## config.mk

```make
export PLATFORM = sky130hd
export DESIGN_NAME = srtf_schedule_simulator
export DESIGN_NICKNAME = d
export VERILOG_FILES = /design/src/rtl/core/srtf_pkg.sv /design/src/rtl/core/srtf_table.sv /design/src/rtl/core/srtf_out_reg.sv /design/src/rtl/core/srtf_ctrl.sv /design/src/rtl/core/srtf_schedule_simulator.sv
export SDC_FILE = /design/constraint.sdc
export NUM_CORES = 2
export LEC_CHECK = 0
export BUFFER_PORTS_ARGS = -buffer_cell sky130_fd_sc_hd__clkbuf_2
export CAP_MARGIN = 10
export CELL_PAD_IN_SITES_DETAIL_PLACEMENT = 0
export CELL_PAD_IN_SITES_GLOBAL_PLACEMENT = 2
export CORE_ASPECT_RATIO = 1.25
export CORE_MARGIN = 5
export CORE_UTILIZATION = 46
export DETAILED_ROUTE_END_ITERATION = 7
export PLACE_DENSITY = 0.79
export SLEW_MARGIN = 10
export SYNTH_ARGS = -nofsm -noshare
export SYNTH_HDL_FRONTEND = slang
export SYNTH_SLANG_ARGS = --single-unit
```

## constraint.sdc

```tcl
create_clock -name clk -period 9.5 [get_ports clk]
set_input_delay 0.95 -clock clk [delete_from_list [all_inputs] [get_ports clk]]
set_output_delay 0.95 -clock clk [all_outputs]
set_load 0.005 [all_outputs]
```

## src/rtl/core/srtf_pkg.sv

```systemverilog
// ----------------------------------------------------------------------------
// srtf_pkg
// Shared types and fixed field widths of the shortest-remaining-time-first
// schedule simulator.
// ----------------------------------------------------------------------------
`default_nettype none

package srtf_pkg;

  localparam int ID_W      = 16;
  localparam int IN_TIME_W = 16;
  localparam int WAIT_W    = 20;
  localparam int TOTAL_W   = 24;

  typedef struct packed {
    logic [ID_W-1:0]      process_id;
    logic [IN_TIME_W-1:0] arrival_time;
    logic [IN_TIME_W-1:0] burst_time;
    logic                 last_process;
  } srtf_in_t;

  typedef struct packed {
    logic [ID_W-1:0]    result_id;
    logic [WAIT_W-1:0]  waiting_time;
    logic [WAIT_W-1:0]  turnaround_time;
    logic [TOTAL_W-1:0] total_waiting;
    logic [TOTAL_W-1:0] total_turnaround;
    logic               last_result;
  } srtf_out_t;

  typedef enum logic [3:0] {
    ST_LOAD,
    ST_CHECK,
    ST_SCAN,
    ST_SCAN_END,
    ST_STEP,
    ST_ADV,
    ST_FIN,
    ST_EMIT_RD,
    ST_EMIT_CALC,
    ST_EMIT_PUSH
  } srtf_state_t;

endpackage

`default_nettype wire

```

## src/rtl/core/srtf_table.sv

```systemverilog
// ----------------------------------------------------------------------------
// srtf_table
// Process table: one write port, one read port, registered read data.
// ----------------------------------------------------------------------------
`default_nettype none

module srtf_table #(
  parameter int DEPTH  = 8,
  parameter int DATA_W = 8,
  localparam int AW    = (DEPTH > 1) ? $clog2(DEPTH) : 1
) (
  input  wire logic                     clk,
  input  wire logic                     wr_en,
  input  wire logic [AW-1:0]            wr_addr,
  input  wire logic [DATA_W-1:0]        wr_data,
  input  wire logic                     rd_en,
  input  wire logic [AW-1:0]            rd_addr,
  output logic      [DATA_W-1:0]        rd_data
);

  logic [DATA_W-1:0] mem [DEPTH];

  always_ff @(posedge clk) begin
    if (wr_en) begin
      mem[wr_addr] <= wr_data;
    end
  end

  always_ff @(posedge clk) begin
    if (rd_en) begin
      rd_data <= mem[rd_addr];
    end
  end

endmodule

`default_nettype wire

```

## src/rtl/core/srtf_out_reg.sv

```systemverilog
// ----------------------------------------------------------------------------
// srtf_out_reg
// Result register between the sequencer and the result channel.
// ----------------------------------------------------------------------------
`default_nettype none

module srtf_out_reg
  import srtf_pkg::*;
(
  input  wire logic      clk,
  input  wire logic      rst_n,
  input  wire logic      push_valid,
  input  wire srtf_out_t push_data,
  output logic           push_ready,
  output logic           out_valid,
  input  wire logic      out_ready,
  output srtf_out_t      out_data
);

  logic      vld_r;
  logic      vld_nxt;
  srtf_out_t data_r;

  assign push_ready = !vld_r || out_ready;
  assign out_valid  = vld_r;
  assign out_data   = data_r;

  always_comb begin
    vld_nxt = vld_r;
    if (push_valid && push_ready) begin
      vld_nxt = 1'b1;
    end else if (out_ready) begin
      vld_nxt = 1'b0;
    end
  end

  always_ff @(posedge clk) begin
    if (!rst_n) begin
      vld_r <= 1'b0;
    end else begin
      vld_r <= vld_nxt;
    end
  end

  always_ff @(posedge clk) begin
    if (push_valid && push_ready) begin
      data_r <= push_data;
    end
  end

endmodule

`default_nettype wire

```

## src/rtl/core/srtf_ctrl.sv

```systemverilog
// ----------------------------------------------------------------------------
// srtf_ctrl
// Sequencer: loads the table, scans it once per scheduling event, advances
// time to the next arrival or completion, and reads out the results.
// ----------------------------------------------------------------------------
`default_nettype none

module srtf_ctrl
  import srtf_pkg::*;
#(
  parameter int MAX_PROCS = 8,
  parameter int TIME_BITS = 16,
  localparam int TW       = (TIME_BITS < IN_TIME_W) ? TIME_BITS : IN_TIME_W,
  localparam int IDX_W    = (MAX_PROCS > 1) ? $clog2(MAX_PROCS) : 1,
  localparam int ENT_W    = ID_W + 3 * TW + WAIT_W
) (
  input  wire logic              clk,
  input  wire logic              rst_n,
  input  wire logic              in_valid,
  output logic                   in_ready,
  input  wire srtf_in_t          in_data,
  output logic                   push_valid,
  output srtf_out_t              push_data,
  input  wire logic              push_ready,
  output logic                   mem_wr_en,
  output logic [IDX_W-1:0]       mem_wr_addr,
  output logic [ENT_W-1:0]       mem_wr_data,
  output logic                   mem_rd_en,
  output logic [IDX_W-1:0]       mem_rd_addr,
  input  wire logic [ENT_W-1:0]  mem_rd_data
);

  localparam int CNT_W  = $clog2(MAX_PROCS + 1);
  localparam int TICK_W = TW + CNT_W;
  localparam logic [TW:0]      NONE  = {(TW + 1){1'b1}};
  localparam logic [CNT_W-1:0] FULL  = CNT_W'(MAX_PROCS);

  srtf_state_t state_r, state_nxt;

  logic [CNT_W-1:0]   count_r, count_nxt;
  logic [CNT_W-1:0]   done_r, done_nxt;
  logic [CNT_W-1:0]   idx_r, idx_nxt;
  logic [TICK_W-1:0]  tick_r, tick_nxt;
  logic [TW:0]        min_r, min_nxt;
  logic [TW:0]        next_r, next_nxt;
  logic [IDX_W-1:0]   pick_r, pick_nxt;
  logic               chk_vld_r, chk_vld_nxt;
  logic [IDX_W-1:0]   chk_idx_r, chk_idx_nxt;
  logic [TOTAL_W-1:0] tw_r, tw_nxt;
  logic [TOTAL_W-1:0] tt_r, tt_nxt;

  logic [ID_W-1:0]    pk_id_r, pk_id_nxt;
  logic [TW-1:0]      pk_arr_r, pk_arr_nxt;
  logic [TW-1:0]      pk_burst_r, pk_burst_nxt;
  logic [TW-1:0]      pk_rem_r, pk_rem_nxt;
  logic [TW-1:0]      run_r, run_nxt;
  logic [TW:0]        need_r, need_nxt;
  logic [ID_W-1:0]    em_id_r, em_id_nxt;
  logic [WAIT_W-1:0]  em_w_r, em_w_nxt;
  logic [WAIT_W-1:0]  em_t_r, em_t_nxt;
  logic               em_last_r, em_last_nxt;

  logic [ID_W-1:0]    rd_id;
  logic [TW-1:0]      rd_arr, rd_burst, rd_rem;
  logic [WAIT_W-1:0]  rd_wait;
  logic               arrived, cand, fut;
  logic [TICK_W-1:0]  gap;
  logic [TICK_W-1:0]  need_ext;
  logic [WAIT_W-1:0]  fin_wait;
  logic [TW-1:0]      ld_arr, ld_burst;
  logic               in_xfer;

  assign rd_id    = mem_rd_data[ENT_W-1 -: ID_W];
  assign rd_arr   = mem_rd_data[WAIT_W+3*TW-1 -: TW];
  assign rd_burst = mem_rd_data[WAIT_W+2*TW-1 -: TW];
  assign rd_rem   = mem_rd_data[WAIT_W+TW-1 -: TW];
  assign rd_wait  = mem_rd_data[WAIT_W-1:0];

  assign ld_arr   = in_data.arrival_time[TW-1:0];
  assign ld_burst = in_data.burst_time[TW-1:0];
  assign in_xfer  = in_valid && in_ready;

  // scan compare on the entry returned by the table
  assign arrived = TICK_W'(rd_arr) <= tick_r;
  assign cand    = arrived && (rd_rem != '0) && ({1'b0, rd_rem} < min_r);
  assign fut     = !arrived && (rd_rem != '0) && ({1'b0, rd_arr} < next_r);

  assign gap      = TICK_W'(next_r[TW-1:0]) - tick_r;
  assign need_ext = TICK_W'(need_r);
  assign fin_wait = (tick_r >= need_ext) ? WAIT_W'(tick_r - need_ext) : '0;

  // next state
  always_comb begin
    state_nxt = state_r;
    unique case (state_r)
      ST_LOAD: begin
        if (in_xfer && in_data.last_process) begin
          state_nxt = ST_CHECK;
        end
      end
      ST_CHECK: begin
        state_nxt = (done_r == count_r) ? ST_EMIT_RD : ST_SCAN;
      end
      ST_SCAN: begin
        if (idx_r == count_r - 1'b1) begin
          state_nxt = ST_SCAN_END;
        end
      end
      ST_SCAN_END: state_nxt = ST_STEP;
      ST_STEP: begin
        if (min_r != NONE) begin
          state_nxt = ST_ADV;
        end else if (next_r == NONE) begin
          state_nxt = ST_EMIT_RD;
        end else begin
          state_nxt = ST_CHECK;
        end
      end
      ST_ADV:       state_nxt = ST_FIN;
      ST_FIN:       state_nxt = ST_CHECK;
      ST_EMIT_RD:   state_nxt = ST_EMIT_CALC;
      ST_EMIT_CALC: state_nxt = ST_EMIT_PUSH;
      ST_EMIT_PUSH: begin
        if (push_ready) begin
          state_nxt = em_last_r ? ST_LOAD : ST_EMIT_RD;
        end
      end
      default: state_nxt = ST_LOAD;
    endcase
  end

  // outputs and datapath
  always_comb begin
    in_ready     = 1'b0;
    push_valid   = 1'b0;
    push_data    = '0;
    mem_wr_en    = 1'b0;
    mem_wr_addr  = '0;
    mem_wr_data  = '0;
    mem_rd_en    = 1'b0;
    mem_rd_addr  = idx_r[IDX_W-1:0];

    count_nxt    = count_r;
    done_nxt     = done_r;
    idx_nxt      = idx_r;
    tick_nxt     = tick_r;
    min_nxt      = min_r;
    next_nxt     = next_r;
    pick_nxt     = pick_r;
    chk_vld_nxt  = 1'b0;
    chk_idx_nxt  = idx_r[IDX_W-1:0];
    tw_nxt       = tw_r;
    tt_nxt       = tt_r;
    pk_id_nxt    = pk_id_r;
    pk_arr_nxt   = pk_arr_r;
    pk_burst_nxt = pk_burst_r;
    pk_rem_nxt   = pk_rem_r;
    run_nxt      = run_r;
    need_nxt     = need_r;
    em_id_nxt    = em_id_r;
    em_w_nxt     = em_w_r;
    em_t_nxt     = em_t_r;
    em_last_nxt  = em_last_r;

    // candidates of the running scan, the entry of the previous read
    if (chk_vld_r) begin
      if (cand) begin
        min_nxt      = {1'b0, rd_rem};
        pick_nxt     = chk_idx_r;
        pk_id_nxt    = rd_id;
        pk_arr_nxt   = rd_arr;
        pk_burst_nxt = rd_burst;
        pk_rem_nxt   = rd_rem;
      end
      if (fut) begin
        next_nxt = {1'b0, rd_arr};
      end
    end

    unique case (state_r)
      ST_LOAD: begin
        in_ready = 1'b1;
        if (in_xfer && (count_r < FULL)) begin
          mem_wr_en   = 1'b1;
          mem_wr_addr = count_r[IDX_W-1:0];
          mem_wr_data = {in_data.process_id, ld_arr, ld_burst, ld_burst, {WAIT_W{1'b0}}};
          count_nxt   = count_r + 1'b1;
          if (ld_burst == '0) begin
            done_nxt = done_r + 1'b1;
          end
        end
      end
      ST_CHECK: begin
        idx_nxt  = '0;
        next_nxt = NONE;
      end
      ST_SCAN: begin
        mem_rd_en   = 1'b1;
        chk_vld_nxt = 1'b1;
        idx_nxt     = idx_r + 1'b1;
      end
      ST_SCAN_END: begin
      end
      ST_STEP: begin
        if (min_r == NONE) begin
          // idle: jump to the next arrival
          tick_nxt = TICK_W'(next_r[TW-1:0]);
        end else begin
          // run the pick until it finishes or the next arrival
          run_nxt  = ((next_r != NONE) && (gap < TICK_W'(pk_rem_r))) ?
                     gap[TW-1:0] : pk_rem_r;
          need_nxt = {1'b0, pk_burst_r} + {1'b0, pk_arr_r};
        end
      end
      ST_ADV: begin
        tick_nxt   = tick_r + TICK_W'(run_r);
        pk_rem_nxt = pk_rem_r - run_r;
      end
      ST_FIN: begin
        mem_wr_en   = 1'b1;
        mem_wr_addr = pick_r;
        if (pk_rem_r == '0) begin
          mem_wr_data = {pk_id_r, pk_arr_r, pk_burst_r, pk_rem_r, fin_wait};
          done_nxt    = done_r + 1'b1;
          min_nxt     = NONE;
        end else begin
          mem_wr_data = {pk_id_r, pk_arr_r, pk_burst_r, pk_rem_r, {WAIT_W{1'b0}}};
          min_nxt     = {1'b0, pk_rem_r};
        end
      end
      ST_EMIT_RD: begin
        mem_rd_en = 1'b1;
      end
      ST_EMIT_CALC: begin
        em_id_nxt   = rd_id;
        em_w_nxt    = rd_wait;
        em_t_nxt    = WAIT_W'(rd_burst) + rd_wait;
        em_last_nxt = (idx_r == count_r - 1'b1);
      end
      ST_EMIT_PUSH: begin
        push_valid                = 1'b1;
        push_data.result_id       = em_id_r;
        push_data.waiting_time    = em_w_r;
        push_data.turnaround_time = em_t_r;
        push_data.total_waiting   = tw_r + TOTAL_W'(em_w_r);
        push_data.total_turnaround = tt_r + TOTAL_W'(em_t_r);
        push_data.last_result     = em_last_r;
        if (push_ready) begin
          tw_nxt  = push_data.total_waiting;
          tt_nxt  = push_data.total_turnaround;
          idx_nxt = idx_r + 1'b1;
          if (em_last_r) begin
            // batch done, back to reset values
            count_nxt = '0;
            done_nxt  = '0;
            tick_nxt  = '0;
            min_nxt   = NONE;
            pick_nxt  = '0;
            tw_nxt    = '0;
            tt_nxt    = '0;
          end
        end
      end
      default: begin
      end
    endcase
  end

  always_ff @(posedge clk) begin
    if (!rst_n) begin
      state_r   <= ST_LOAD;
      count_r   <= '0;
      done_r    <= '0;
      idx_r     <= '0;
      tick_r    <= '0;
      min_r     <= NONE;
      next_r    <= NONE;
      pick_r    <= '0;
      chk_vld_r <= 1'b0;
      tw_r      <= '0;
      tt_r      <= '0;
      em_last_r <= 1'b0;
    end else begin
      state_r   <= state_nxt;
      count_r   <= count_nxt;
      done_r    <= done_nxt;
      idx_r     <= idx_nxt;
      tick_r    <= tick_nxt;
      min_r     <= min_nxt;
      next_r    <= next_nxt;
      pick_r    <= pick_nxt;
      chk_vld_r <= chk_vld_nxt;
      tw_r      <= tw_nxt;
      tt_r      <= tt_nxt;
      em_last_r <= em_last_nxt;
    end
  end

  always_ff @(posedge clk) begin
    chk_idx_r  <= chk_idx_nxt;
    pk_id_r    <= pk_id_nxt;
    pk_arr_r   <= pk_arr_nxt;
    pk_burst_r <= pk_burst_nxt;
    pk_rem_r   <= pk_rem_nxt;
    run_r      <= run_nxt;
    need_r     <= need_nxt;
    em_id_r    <= em_id_nxt;
    em_w_r     <= em_w_nxt;
    em_t_r     <= em_t_nxt;
  end

endmodule

`default_nettype wire

```

## src/rtl/core/srtf_schedule_simulator.sv

```systemverilog
// ----------------------------------------------------------------------------
// srtf_schedule_simulator
// Preemptive shortest-remaining-time-first schedule simulator.
// ----------------------------------------------------------------------------
// Usage:
//   in_*  : one process per transfer (id, arrival tick, burst). Loading takes
//           one transfer per cycle. Entries past MAX_PROCS are dropped; the
//           transfer with last_process set starts the simulation.
//   out_* : one result per loaded process, in load order, with running
//           totals; last_result marks the final one of the batch.
// Operation, with N loaded processes:
//   the simulation runs event by event (each arrival or completion), one
//   table scan per event: ST_CHECK, ST_SCAN, ST_SCAN_END, ST_STEP, then
//   ST_ADV and ST_FIN when a process runs; at most 2N events. The scan is
//   bound by the single read port of the process table.
//   readout goes EMIT_RD, EMIT_CALC, EMIT_PUSH per result, one at a time.
//   in_ready is low from the last load until the last result has been handed
//   to the output register.
// Reset clears the batch state; the table needs no clearing.
// A stalled receiver holds the output register and the readout waits on it;
// nothing is lost.
// ----------------------------------------------------------------------------
`default_nettype none

module srtf_schedule_simulator
  import srtf_pkg::*;
#(
  parameter int MAX_PROCS = 8,
  parameter int TIME_BITS = 16
) (
  input  wire logic      clk,
  input  wire logic      rst_n,
  input  wire logic      in_valid,
  output logic           in_ready,
  input  wire srtf_in_t  in_data,
  output logic           out_valid,
  input  wire logic      out_ready,
  output srtf_out_t      out_data
);

  localparam int TW    = (TIME_BITS < IN_TIME_W) ? TIME_BITS : IN_TIME_W;
  localparam int IDX_W = (MAX_PROCS > 1) ? $clog2(MAX_PROCS) : 1;
  localparam int ENT_W = ID_W + 3 * TW + WAIT_W;

  logic             push_valid;
  logic             push_ready;
  srtf_out_t        push_data;
  logic             mem_wr_en;
  logic [IDX_W-1:0] mem_wr_addr;
  logic [ENT_W-1:0] mem_wr_data;
  logic             mem_rd_en;
  logic [IDX_W-1:0] mem_rd_addr;
  logic [ENT_W-1:0] mem_rd_data;

  srtf_ctrl #(
    .MAX_PROCS (MAX_PROCS),
    .TIME_BITS (TIME_BITS)
  ) u_ctrl (
    .clk         (clk),
    .rst_n       (rst_n),
    .in_valid    (in_valid),
    .in_ready    (in_ready),
    .in_data     (in_data),
    .push_valid  (push_valid),
    .push_data   (push_data),
    .push_ready  (push_ready),
    .mem_wr_en   (mem_wr_en),
    .mem_wr_addr (mem_wr_addr),
    .mem_wr_data (mem_wr_data),
    .mem_rd_en   (mem_rd_en),
    .mem_rd_addr (mem_rd_addr),
    .mem_rd_data (mem_rd_data)
  );

  srtf_table #(
    .DEPTH  (MAX_PROCS),
    .DATA_W (ENT_W)
  ) u_table (
    .clk     (clk),
    .wr_en   (mem_wr_en),
    .wr_addr (mem_wr_addr),
    .wr_data (mem_wr_data),
    .rd_en   (mem_rd_en),
    .rd_addr (mem_rd_addr),
    .rd_data (mem_rd_data)
  );

  srtf_out_reg u_out (
    .clk        (clk),
    .rst_n      (rst_n),
    .push_valid (push_valid),
    .push_data  (push_data),
    .push_ready (push_ready),
    .out_valid  (out_valid),
    .out_ready  (out_ready),
    .out_data   (out_data)
  );

endmodule

`default_nettype wire

```

==> impl_metrics.env <==
export IMPL_drt_pass1_iterations=5
export IMPL_hold_class="reg2reg"
export IMPL_nNetsFinal=3769
export IMPL_grtUsageMet2_pct=37.06
export IMPL_tightest_slew_ns=1.221
export IMPL_p_int_mw=9.890
export IMPL_ys_seq_area_share_pct=65.43
export IMPL_dp_slack_ns=4.418
export IMPL_die_h_um=380.2
export IMPL_vias=29030
export IMPL_track_usage_pct=21.53
export IMPL_min_period_ns=5.040
export IMPL_cap_violations=0
export IMPL_port_buffer_count=159
export IMPL_dieArea_um2=116400
export IMPL_overflow=0
export IMPL_synthesis_area_um2=50420
export IMPL_switchingPower_mw=3.831
export IMPL_critical_path_arrival_ns=5.49
export IMPL_hold_viol=0
export IMPL_ys_seq_elements=1141
export IMPL_ios=160
export IMPL_drt_wirelength_per_cell_um=25.26
export IMPL_synth_distinct_cells=78
export IMPL_grt_pass1_wl_um=190100
export IMPL_irDropWorstVdd_mv=0.1902
export IMPL_start_kind="register"
export IMPL_synthesis_nets=3592
export IMPL_avgSynthCellArea_um2=15.14
export IMPL_final_core_util_pct=52.09
export IMPL_critical_path_class="reg2reg"
export IMPL_fin_ws_ns=4.460
export IMPL_cts_sinks=1141
export IMPL_leakagePower_nw=20.93
export IMPL_synth_ff_type="edfxtp_1"
export IMPL_cp_data_required_time_ns=9.95
export IMPL_cts_tree="built"
export IMPL_yosys_warnings=0
export IMPL_ys_top_cells_by_area="edfxtp_1, mux4_2, dfxtp_1, ha_1, mux2_2"
export IMPL_area_growth_pct=12.19
export IMPL_cts_resized_gates=0
export IMPL_fmax_ghz=0.1984
export IMPL_grt_pass1_vias=29880
export IMPL_drv_slew=0
export IMPL_start_util_pct=46.43
export IMPL_pwr_density_cell_nw_per_um2=242.5
export IMPL_fin_worst_hold_slack_ns=0.4544
export IMPL_grt_busiest_layer="met2"
export IMPL_clk_latency_ns=0.73
export IMPL_rsz0062_at_grt="false"
export IMPL_post_route_drc_count=0
export IMPL_synth_top_area_share_pct=60.39
export IMPL_met1_usage_pct=28.55
export IMPL_synthCells=3330
export IMPL_swShare_pct=27.92
export IMPL_detail_route_antenna_nets=0
export IMPL_cp_max_fo=16
export IMPL_maxSlewHeadroom_pct=18.43
export IMPL_floorplan_rows=135
export IMPL_outcome="completed"
export IMPL_fp_dieW_um=306.1
export IMPL_drtIter0Drc=2205
export IMPL_power_frac_comb_pct=20.3
export IMPL_tns_ns=0
export IMPL_sequentialPowerShare_pct=47.6
export IMPL_gp_congestion=0.8621
export IMPL_grt_util_met3_pct=3.162
export IMPL_post_route_period_util_pct=53.06
export IMPL_clkPwrFrac_pct=32.1
export IMPL_path_clk_slew_ns=0.07
export IMPL_totalWireLength_um=127200
export IMPL_postCtsSetupBuffers=0
export IMPL_cts_root_buf="clkbuf_16"
export IMPL_cts_max_path_buffers=3
export IMPL_dpl_cell_count=4833
export IMPL_yosys_area_top_type="edfxtp_1"
export IMPL_antenna_found_initial=4
export IMPL_vias_per_cell=5.767
export IMPL_cts_buffers=108
export IMPL_fin_cells=5034
export IMPL_endpoint_kind="register"
export IMPL_synth_edff_count=1014
export IMPL_setup_violations=0
export IMPL_diodes=0
export IMPL_final_layout_size_suffix_gt1_share_pct=18.72
export IMPL_hold_buffers=0
export IMPL_core_area_um2=108600
export IMPL_skew_ns=0.03889
export IMPL_dp_hpwl_um=84390
export IMPL_h_tree_depth=3
export IMPL_grt_max_degree=103
export IMPL_ys_async_sr_fraction_pct=0
## cells by family after synthesis
kind of cell    count (synthesis)  share of synthesized area, %
buf+inv                       289                         2.191
flops                        1141                         65.43
simple gates                  687                         6.645
compound gates                574                         7.752
mux                           291                         10.27
fa+ha+maj                     209                         5.305
xor+xnor                      139                         2.414
## cell usage after synthesis (all sizes together), types with 85 or more instances
master	count
nor2	207
edfxtp	1014
nand2	146
ha	201
mux2	99
clkbuf	105
a21oi	139
inv	156
o21ai	105
and2	85
mux4	168
dfxtp	127
## sequential cells by signal, indices dropped and copies added, names as in the netlist, 17 cells and up
name,cells
u_ctrl.em_t_r,20
u_ctrl.em_w_r,20
u_ctrl.min_r,17
u_ctrl.need_r,17
u_ctrl.next_r,17
u_ctrl.tick_r,20
u_ctrl.tt_r,24
u_ctrl.tw_r,24
u_out.out_data,105
u_table.mem,672
u_table.rd_data,84
## routing by layer
| metal | vias up | routed length, um |
|---|---|---|
| li1 | 13200 | - |
| met1 | 14750 | 52820 |
| met2 | 909 | 63600 |
| met3 | 176 | 7162 |
| met4 | 2 | 3583 |
| met5 | - | 9 |
## per-stage QoR
step	total power, mW	cell area, um^2
after global placement	9.357	52930
after detailed placement	9.435	52930
after CTS	13.86	56550
after floorplan	8.547	50420
after global routing	14.34	56570
final	13.72	56570
## critical path: stages (launching register included)
cell	delay (ns)
dfxtp_1	0.47
inv_1	0.16
fa_1	0.46
a21o_1	0.23
a221oi_2	0.37
a31o_1	0.24
o21ai_1	0.11
o41ai_2	0.30
xnor2_1	0.20
ha_1	0.27
nor2b_1	0.13
o21ai_0	0.15
nand3_1	0.08
a21o_1	0.20
a311oi_4	0.97
mux2_2	0.42
## worst paths after layout
check	startpoint	to	slack [ns]	cells past startpoint
min	u_ctrl.chk_idx_r[1]$_DFF_P_	u_ctrl.pick_r[1]$_SDFF_PN0_	0.45	2
max reg2reg	u_ctrl.tick_r[1]$_SDFFE_PN0P_	u_ctrl.run_r[3]$_DFFE_PP_	4.46	15
max	u_ctrl.tick_r[1]$_SDFFE_PN0P_	u_ctrl.run_r[3]$_DFFE_PP_	4.46	15
min reg2reg	u_ctrl.chk_idx_r[1]$_DFF_P_	u_ctrl.pick_r[1]$_SDFF_PN0_	0.45	2
## placed cells by master, fill, tap and decap left out, types with 13 or more instances in the layout
cell | synthesis | routed
nand2_1 | 146 | 145
nor3_1 | 37 | 34
buf_4 | 0 | 38
clkbuf_16 | 0 | 110
edfxtp_1 | 1014 | 1014
o21ai_0 | 103 | 103
clkbuf_2 | 0 | 159
nand2b_1 | 29 | 29
nor4_1 | 18 | 18
clkinv_2 | 0 | 13
o21a_1 | 30 | 30
nand3_1 | 38 | 38
xor2_1 | 58 | 58
ha_1 | 201 | 201
clkinv_1 | 0 | 14
a22o_1 | 66 | 66
inv_1 | 156 | 154
nand4_1 | 28 | 28
clkbuf_1 | 105 | 27
mux2i_1 | 23 | 23
o211ai_1 | 30 | 30
xnor2_1 | 81 | 81
and2_1 | 85 | 85
a21oi_1 | 139 | 138
nor2b_1 | 39 | 38
nor2_1 | 207 | 199
dfxtp_1 | 127 | 124
mux2_2 | 90 | 90
a21o_1 | 57 | 57
and3_1 | 26 | 26
a31oi_1 | 21 | 21
mux4_2 | 168 | 168
## layout make-up
type                    count  area (um^2)
inverters                 156        588.1
fillers                  8876        52040
multi-input cells        1900        16440
flip-flops and latches   1141        33000
clock buffers             143         2937
clock inverters            56        678.2
well taps                1438         1799
repair buffers            200         1129
## power groups by stage
stage / Clock [mW] / Sequential [mW] / Combinational [mW]
CTS: 4.51 / 6.53 / 2.83
global route: 4.71 / 6.56 / 3.07
global placement: 0 / 6.60 / 2.75
finish: 4.40 / 6.53 / 2.79
detailed placement: 0 / 6.63 / 2.81
floorplan: 0 / 6.47 / 2.08
(Power assumes the default switching activity.)
